--- src/design/pcsd_pkg.sv ---
// Package for the 5-bit prefix-code symbol decoder.
// Holds the result word type, symbol width codes, the code tree walk table and
// the modulo-5 helper. No dependencies.
package pcsd_pkg;

    // bit count codes carried in symbol_bits
    localparam logic [2:0] SYM_BITS = 3'd5;
    localparam logic [2:0] RAW_BITS = 3'd1;

    // walk entry: bit 5 marks a leaf, low 5 bits hold symbol or next node
    localparam int LEAF_POS = 5;

    typedef logic [5:0] walk_t;

    // one result word
    typedef struct packed {
        logic [4:0] symbol;
        logic [2:0] symbol_bits;
        logic       last;
    } res_t;

    // child lookup: node 0 is the root, unknown nodes fall back to the root row
    function automatic walk_t tree_walk(input logic [4:0] node, input logic bit_in);
        logic [5:0] c0;
        logic [5:0] c1;
        begin
            case (node)
                5'd0:    begin c0 = 6'd1;        c1 = 6'd2;        end
                5'd1:    begin c0 = 6'd3;        c1 = 6'd4;        end
                5'd2:    begin c0 = 6'd5;        c1 = 6'd6;        end
                5'd3:    begin c0 = 6'h20 | 6'd0;  c1 = 6'd7;      end
                5'd4:    begin c0 = 6'd8;        c1 = 6'd9;        end
                5'd5:    begin c0 = 6'd10;       c1 = 6'd11;       end
                5'd6:    begin c0 = 6'd12;       c1 = 6'd13;       end
                5'd7:    begin c0 = 6'h20 | 6'd1;  c1 = 6'h20 | 6'd2;  end
                5'd8:    begin c0 = 6'h20 | 6'd4;  c1 = 6'h20 | 6'd8;  end
                5'd9:    begin c0 = 6'h20 | 6'd16; c1 = 6'd14;     end
                5'd10:   begin c0 = 6'd15;       c1 = 6'd16;       end
                5'd11:   begin c0 = 6'd17;       c1 = 6'd18;       end
                5'd12:   begin c0 = 6'd19;       c1 = 6'd20;       end
                5'd13:   begin c0 = 6'd21;       c1 = 6'd22;       end
                5'd14:   begin c0 = 6'h20 | 6'd3;  c1 = 6'h20 | 6'd6;  end
                5'd15:   begin c0 = 6'h20 | 6'd5;  c1 = 6'h20 | 6'd12; end
                5'd16:   begin c0 = 6'h20 | 6'd10; c1 = 6'h20 | 6'd9;  end
                5'd17:   begin c0 = 6'h20 | 6'd24; c1 = 6'h20 | 6'd20; end
                5'd18:   begin c0 = 6'h20 | 6'd18; c1 = 6'h20 | 6'd17; end
                5'd19:   begin c0 = 6'h20 | 6'd28; c1 = 6'h20 | 6'd25; end
                5'd20:   begin c0 = 6'h20 | 6'd26; c1 = 6'h20 | 6'd7;  end
                5'd21:   begin c0 = 6'd23;       c1 = 6'd24;       end
                5'd22:   begin c0 = 6'd25;       c1 = 6'd26;       end
                5'd23:   begin c0 = 6'h20 | 6'd11; c1 = 6'h20 | 6'd13; end
                5'd24:   begin c0 = 6'h20 | 6'd14; c1 = 6'h20 | 6'd19; end
                5'd25:   begin c0 = 6'h20 | 6'd22; c1 = 6'd27;     end
                5'd26:   begin c0 = 6'd28;       c1 = 6'd29;       end
                5'd27:   begin c0 = 6'h20 | 6'd21; c1 = 6'h20 | 6'd30; end
                5'd28:   begin c0 = 6'h20 | 6'd29; c1 = 6'h20 | 6'd23; end
                5'd29:   begin c0 = 6'h20 | 6'd15; c1 = 6'd30;     end
                5'd30:   begin c0 = 6'h20 | 6'd27; c1 = 6'h20 | 6'd31; end
                default: begin c0 = 6'd1;        c1 = 6'd2;        end
            endcase
            return bit_in ? c1 : c0;
        end
    endfunction

    // x mod 5 using 16 = 1 (mod 5): fold nibbles, fold again, then trim
    function automatic logic [2:0] mod5_16(input logic [15:0] x);
        logic [5:0] s;
        logic [4:0] t;
        begin
            s = 6'(x[3:0]) + 6'(x[7:4]) + 6'(x[11:8]) + 6'(x[15:12]);
            t = 5'(s[5:4]) + 5'(s[3:0]);
            if (t >= 5'd15)
                t = t - 5'd15;
            else if (t >= 5'd10)
                t = t - 5'd10;
            else if (t >= 5'd5)
                t = t - 5'd5;
            return t[2:0];
        end
    endfunction

endpackage

--- src/design/prefix_code_5bit_symbol_decoder.sv ---
// Top level of the 5-bit prefix-code symbol decoder: tree walk, bit counter,
// raw tail pass-through and a two-word output buffer. Depends on pcsd_pkg.
//
//  channel   direction  signals                                  role
//  in        sink       in_valid, in_ready, code_bit             one stream bit per word
//  out       source     out_valid, out_ready, symbol,            symbol or raw bit
//                       symbol_bits, last
//  cfg       sink       cfg_wr_en, cfg_wr_data                   total_bits register
//
// One bit is taken per cycle while in_ready is high; a result is registered into the
// main output register, or into the skid register while the main word waits. The rate
// is set by the loop through the tree node and bit counter registers.
// Reset clears the tree position, the counter, the total and the buffer; there
// is no clearing pass. The output has a main register and a skid register, so
// in_ready drops only once two results wait to be taken.
module prefix_code_5bit_symbol_decoder #(
    parameter int COUNT_BITS = 16
) (
    input  logic        clk,
    input  logic        rst_n,
    input  logic        cfg_wr_en,
    input  logic [15:0] cfg_wr_data,
    input  logic        in_valid,
    output logic        in_ready,
    input  logic        code_bit,
    output logic        out_valid,
    input  logic        out_ready,
    output logic [4:0]  symbol,
    output logic [2:0]  symbol_bits,
    output logic        last
);

    localparam logic [32:0] CAP = (33'd1 << COUNT_BITS) - 33'd1;

    logic [COUNT_BITS-1:0] total_reg;
    logic [COUNT_BITS-1:0] coded_reg;
    logic [COUNT_BITS-1:0] bits_done_reg;
    logic [COUNT_BITS-1:0] bits_done_next;
    logic [4:0]            tree_node_reg;
    logic [4:0]            tree_node_next;

    logic [32:0]           cfg_wide;
    logic [32:0]           cfg_sat;
    logic [COUNT_BITS-1:0] cfg_total;
    logic [COUNT_BITS-1:0] cfg_coded;

    logic                  in_fire;
    logic                  restart;
    logic [COUNT_BITS-1:0] done_eff;
    logic [4:0]            node_eff;
    logic [COUNT_BITS:0]   done_sum;
    pcsd_pkg::walk_t       walk_entry;
    pcsd_pkg::res_t        res_new;
    logic                  has_result;
    logic                  produce;

    pcsd_pkg::res_t        main_reg;
    pcsd_pkg::res_t        skid_reg;
    logic                  out_valid_reg;
    logic                  skid_valid_reg;
    logic                  out_fire;

    // saturate the written total to the counter range and strip the tail
    always_comb
    begin
        cfg_wide  = 33'(cfg_wr_data);
        cfg_sat   = (cfg_wide > CAP) ? CAP : cfg_wide;
        cfg_total = cfg_sat[COUNT_BITS-1:0];
        cfg_coded = cfg_total - COUNT_BITS'(pcsd_pkg::mod5_16(cfg_sat[15:0]));
    end

    // configuration register with derived codeword limit
    always_ff @(posedge clk or negedge rst_n)
    begin
        if (!rst_n)
        begin
            total_reg <= '0;
            coded_reg <= '0;
        end
        else if (cfg_wr_en)
        begin
            total_reg <= cfg_total;
            coded_reg <= cfg_coded;
        end
    end

    assign in_ready = !skid_valid_reg;
    assign in_fire  = in_valid && in_ready;
    assign out_fire = out_valid_reg && out_ready;

    // decode step for one stream bit
    always_comb
    begin
        restart        = (bits_done_reg >= total_reg);
        done_eff       = restart ? '0 : bits_done_reg;
        node_eff       = restart ? 5'd0 : tree_node_reg;
        walk_entry     = pcsd_pkg::tree_walk(node_eff, code_bit);
        res_new        = '0;
        has_result     = 1'b0;
        tree_node_next = 5'd0;
        bits_done_next = done_eff;
        done_sum       = {1'b0, done_eff};
        if (total_reg == '0)
        begin
            bits_done_next = '0;
        end
        else
        begin
            if (done_eff < coded_reg)
            begin
                if (!walk_entry[pcsd_pkg::LEAF_POS])
                begin
                    tree_node_next = walk_entry[4:0];
                end
                else
                begin
                    has_result          = 1'b1;
                    res_new.symbol      = walk_entry[4:0];
                    res_new.symbol_bits = pcsd_pkg::SYM_BITS;
                end
            end
            else
            begin
                has_result          = 1'b1;
                res_new.symbol      = {4'b0000, code_bit};
                res_new.symbol_bits = pcsd_pkg::RAW_BITS;
            end
            // one extra bit so a count that runs past the counter still closes the block
            if (has_result)
            begin
                done_sum       = {1'b0, done_eff} + (COUNT_BITS+1)'(res_new.symbol_bits);
                res_new.last   = (done_sum >= {1'b0, total_reg});
                bits_done_next = res_new.last ? '0 : done_sum[COUNT_BITS-1:0];
            end
        end
    end

    assign produce = in_fire && has_result;

    // decoder state
    always_ff @(posedge clk or negedge rst_n)
    begin
        if (!rst_n)
        begin
            tree_node_reg <= 5'd0;
            bits_done_reg <= '0;
        end
        else if (in_fire)
        begin
            tree_node_reg <= tree_node_next;
            bits_done_reg <= bits_done_next;
        end
    end

    // output buffer control
    always_ff @(posedge clk or negedge rst_n)
    begin
        if (!rst_n)
        begin
            out_valid_reg  <= 1'b0;
            skid_valid_reg <= 1'b0;
        end
        else if (!out_valid_reg || out_fire)
        begin
            out_valid_reg  <= skid_valid_reg || produce;
            skid_valid_reg <= 1'b0;
        end
        else if (produce)
        begin
            skid_valid_reg <= 1'b1;
        end
    end

    // output buffer words
    always_ff @(posedge clk)
    begin
        if (!out_valid_reg || out_fire)
        begin
            if (skid_valid_reg)
                main_reg <= skid_reg;
            else if (produce)
                main_reg <= res_new;
        end
        else if (produce)
        begin
            skid_reg <= res_new;
        end
    end

    assign out_valid   = out_valid_reg;
    assign symbol      = main_reg.symbol;
    assign symbol_bits = main_reg.symbol_bits;
    assign last        = main_reg.last;

`ifndef NO_ASSERTIONS
    // skid word only held behind a main word
    a_skid_behind_main: assert property (@(posedge clk) disable iff (!rst_n)
        skid_valid_reg |-> out_valid_reg)
        else $error("skid word held without main word");

    // tree position never leaves the internal nodes
    a_node_range: assert property (@(posedge clk) disable iff (!rst_n)
        tree_node_reg != 5'd31)
        else $error("tree node out of range");

    // a bit taken with zero total leaves the block at reset state
    a_zero_total: assert property (@(posedge clk) disable iff (!rst_n)
        (in_fire && total_reg == '0) |=> (bits_done_reg == '0 && tree_node_reg == 5'd0))
        else $error("zero total did not clear state");

    // a closing result restarts the count
    a_last_clears: assert property (@(posedge clk) disable iff (!rst_n)
        (produce && res_new.last) |=> (bits_done_reg == '0 && tree_node_reg == 5'd0))
        else $error("block end did not restart count");

    // shown words carry a legal width code
    a_width_code: assert property (@(posedge clk) disable iff (!rst_n)
        out_valid |-> (symbol_bits == pcsd_pkg::SYM_BITS || symbol_bits == pcsd_pkg::RAW_BITS))
        else $error("bad symbol_bits code");
`endif

endmodule
--- config.mk ---
export PLATFORM = sky130hd
export DESIGN_NAME = prefix_code_5bit_symbol_decoder
export DESIGN_NICKNAME = d
export VERILOG_FILES = /design/src/design/pcsd_pkg.sv /design/src/design/prefix_code_5bit_symbol_decoder.sv
export SDC_FILE = /design/constraint.sdc
export NUM_CORES = 1
export LEC_CHECK = 0
export BUFFER_PORTS_ARGS = -buffer_cell sky130_fd_sc_hd__buf_2
export CAP_MARGIN = 20
export CORE_ASPECT_RATIO = 1.4
export CORE_MARGIN = 5
export CORE_UTILIZATION = 45
export CTS_CLUSTER_DIAMETER = 50
export DETAILED_ROUTE_END_ITERATION = 12
export PLACE_DENSITY = 0.61
export SYNTH_ARGS = -nofsm -noshare
export SYNTH_HDL_FRONTEND = slang
export SYNTH_SLANG_ARGS = --single-unit
--- constraint.sdc ---
create_clock -name clk -period 20.2 [get_ports clk]
set_input_delay 6.06 -clock clk [delete_from_list [all_inputs] [get_ports clk]]
set_output_delay 6.06 -clock clk [all_outputs]
set_load 0.1 [all_outputs]
==> flow_summary.yaml <==
hold_path:
  min_path_cells: 2
  hold_path_class: "register to register"
route:
  first_iter_violations: 285
  ant_nets: 0
  vias: 5393
  post-route-drc-count: 0
  via_per_inst: 5.824
  wl_per_cell_um: 17.65
  routed_wl_um: 16350
  drt_first_pass_iters: 6
sta:
  fin_skew_ns: 0.006449
  period_needed_ns: 12.17
  setup_viol: 0
  fmax_mhz: 82.17
  tightest_slew_ns: 0.9523
  drv_slew: 0
  final_hold_viol_count: 0
  finalSetupTns_ns: 0
  relSlewSlack_pct: 36.52
  finalCritPeriodShare_pct: 60.25
  worst_slack_ns: 8.030
  rsz0062_at_grt: "no"
critical_path:
  cp_data_arrival_time_ns: 12.35
  critPathMaxFanout: 7
  startpoint_type: "input pin"
  cp.required_ns: 20.38
  end_kind: "register"
  rr_worst_depth: 32
  r2r_slack_ns: 10.88
  critPathKind: "input pin to register"
global_route:
  grt_max_degree: 63
  antenna_found_initial: 0
  grt_pass1_wl_um: 27330
  grt-ovfl-total: 0
  track_usage_pct: 21.19
  grt_pass1_vias: 5545
cells_and_area:
  multiInputGateArea_sq_um: 3968
  regArea_sq_um: 1857
  final_nets: 849
  areaGrowthSynthToFinish_pct: 9.636
  drive_above_1_share_pct: 8.871
  fin_util_pct: 50.38
  fillCellCount: 1314
  n_antenna_cell: 0
power_and_ir_drop:
  leakage_nw: 3.161
  pwr_density_cell_nw_per_um2: 126.0
  peakVddDrop_mv: 0.1254
synth:
  synth_edf_count: 16
  synth-seq-cells: 71
  synthMuxAreaShare_pct: 0.8502
  syn_inst: 723
  synth-simple-area-share_pct: 18.40
  ys_warn_count: 0
  ys.flop_type: "dfrtp_1"
  synth_top_area_share_pct: 22.27
  syn_area_per_cell_sq_um: 8.549
  yosys.area_share.xor_xnor_pct: 4.393
  synth-compound-area-share_pct: 21.38
  synth_area_sq_um: 6181
  synth_area_leader_cell: "dfrtp_1"
  ys_seq_area_share_pct: 30.04
  async_flop_share_pct: 77.46
  synth_adder_area_share_pct: 19.03
  ys_top_cells_by_area: "dfrtp_1, ha_1, edfxtp_1, nand2_1, o21ai_0"
  synth.distinct_cells: 68
  synth_top_family_by_area: "compound AO/OA/AOI/OAI gates"
  syn-num-nets: 833
clock_tree:
  cts_num_sinks: 71
  postCtsSetupRepairBufs: 0
  cts-buffers-inserted: 9
  htreeDepth: 3
  cts_resized: 0
  root_buffer: "clkbuf_16"
  tritoncts: "built"
  clk_pin_slew_ns: 0.06
  insertion_delay_ns: 0.34
  clk_path_buf_depth: 2
  cts_hold_buffers: 0
run_status:
  status: "completed"
placement:
  place_hpwl_um: 12850
  gp_congestion: 0.9256
  io_buffers: 31
  post-place-ws_ns: 7.660
job:
  maxCapViolations: 0
floorplanning:
  core_sq_um: 13450
  dieHeight_um: 148.7
  die_w_um: 109.1
  start_util_pct: 45.95
  io_pins: 33
  row_count: 50
  die_area_sq_um: 16210
==> stage by stage <==
| stage | total power, mW | hold WS [ns] | area [sq um] | std cells |
|---|---|---|---|---|
| 5_1_grt | 0.9306 | 0.5591 | 6777 | 926 |
| 2_1_floorplan | 0.5864 | 0.4710 | 6181 | 723 |
| 3_5_place_dp | 0.7014 | 0.5080 | 6481 | 909 |
| 3_3_place_gp | 0.6900 | 0.5053 | 6481 | 909 |
| 4_1_cts | 0.8593 | 0.5242 | 6769 | 925 |
| 6_report | 0.8540 | 0.5203 | 6777 | 926 |
==> cell families (layout without fill, tap and decap cells) <==
kind of cell,count (synthesis),after routing
mux,5,5
other cells,1,1
simple gates,237,237
compound gates,195,195
flops,71,71
buf+inv,95,116
xor+xnor,31,31
fa+ha+maj,88,88
==> synthesized netlist by cell type, types with 3 or more instances <==
cell type,n
mux2i_1,3
a22oi_1,3
nand3_1,16
inv_1,62
clkbuf_1,27
a21o_1,13
or2_2,3
o22ai_1,7
o41ai_1,3
buf_1,3
o211ai_1,8
and2_1,13
and4_1,7
nand4_1,9
nor3_1,10
nor2b_1,5
xnor2_1,17
xor2_1,14
nand2_1,88
o21a_1,6
edfxtp_1,16
nand2b_1,8
a32o_1,8
o221ai_1,6
a211o_1,3
nor2_1,54
a211oi_1,6
fa_1,10
a31oi_1,7
or4_1,5
a21oi_1,38
o21ai_0,50
and3_1,5
a221oi_1,4
dfrtp_1,55
nor4_1,8
ha_1,78
o31ai_1,7
==> layer usage <==
| metal | vias up | wire [um] | part of all wire (%) | track usage, % |
|---|---|---|---|---|
| met5 | - | 0 | 0 | 0 |
| met4 | 0 | 564 | 3.5 | 9.033 |
| met3 | 32 | 677 | 4.1 | 2.171 |
| met2 | 165 | 8838 | 54 | 39.11 |
| met1 | 2564 | 6265 | 38 | 24.29 |
| li1 | 2632 | - | - | - |
==> critical path, cell delays in order <==
cell and delay [ns]:
buf_2 0.14, fa_1 0.56, fa_1 0.42, ha_1 0.24, fa_1 0.40, a21o_1 0.17
a21o_1 0.20, fa_1 0.68, inv_1 0.15, ha_1 0.23, a221oi_1 0.32, nand2_1 0.15
a2bb2oi_1 0.20, o211ai_1 0.11, o211ai_1 0.10, o21ai_0 0.17, ha_1 0.30, nor2b_1 0.13
o21ai_0 0.18, nor3b_1 0.43, nand3_1 0.16, or2_2 0.34, nor4_1 0.25, xnor2_1 0.17
a21oi_1 0.08
==> cell usage in the layout, fill, tap and decap left out, types with 4 or more instances in the layout <==
cell type / Yosys / final
a211oi_1: 6 / 6
a21o_1: 13 / 13
a21oi_1: 38 / 38
a221oi_1: 4 / 4
a31oi_1: 7 / 7
a32o_1: 8 / 8
and2_1: 13 / 13
and3_1: 5 / 5
and4_1: 7 / 7
buf_2: 0 / 31
buf_4: 1 / 5
clkbuf_16: 0 / 9
dfrtp_1: 55 / 55
edfxtp_1: 16 / 16
fa_1: 10 / 10
ha_1: 78 / 78
inv_1: 62 / 62
nand2_1: 88 / 88
nand2b_1: 8 / 8
nand3_1: 16 / 16
nand4_1: 9 / 9
nor2_1: 54 / 54
nor2b_1: 5 / 5
nor3_1: 10 / 9
nor4_1: 8 / 8
o211ai_1: 8 / 8
o21a_1: 6 / 6
o21ai_0: 50 / 50
o221ai_1: 6 / 6
o22ai_1: 7 / 7
o31ai_1: 7 / 7
or4_1: 5 / 5
xnor2_1: 17 / 17
xor2_1: 14 / 14
==> power breakdown <==
| group | leakage [nW] | switching (mW) | internal (mW) |
|---|---|---|---|
| sequential | 0.839 | 0.0295 | 0.176 |
| clock | 0.133 | 0.0691 | 0.0857 |
| combinational | 2.19 | 0.304 | 0.190 |
==> area by class of cell <==
type	instances	area share, %
well taps	182	3.360
inverters	63	3.490
repair buffers	37	2.954
clock inverters	7	0.9232
flip-flops and latches	71	27.40
clock buffers	9	3.323
multi-input cells	557	58.55
==> worst paths after layout <==
path                                               start                             to
worst max-delay path                      cfg_wr_data[1]      coded_reg[13]$_DFFE_PN0P_
worst min-delay path               skid_reg[7]$_DFFE_PP_            symbol[3]$_DFFE_PP_
worst max register to register  total_reg[0]$_DFFE_PN0P_  bits_done_reg[13]$_DFFE_PN0P_
worst min register to register     skid_reg[7]$_DFFE_PP_            symbol[3]$_DFFE_PP_
max in group asynchronous                          rst_n       total_reg[1]$_DFFE_PN0P_
min in group asynchronous                          rst_n  bits_done_reg[13]$_DFFE_PN0P_
No activity file was read; power rests on OpenSTA's default activity.
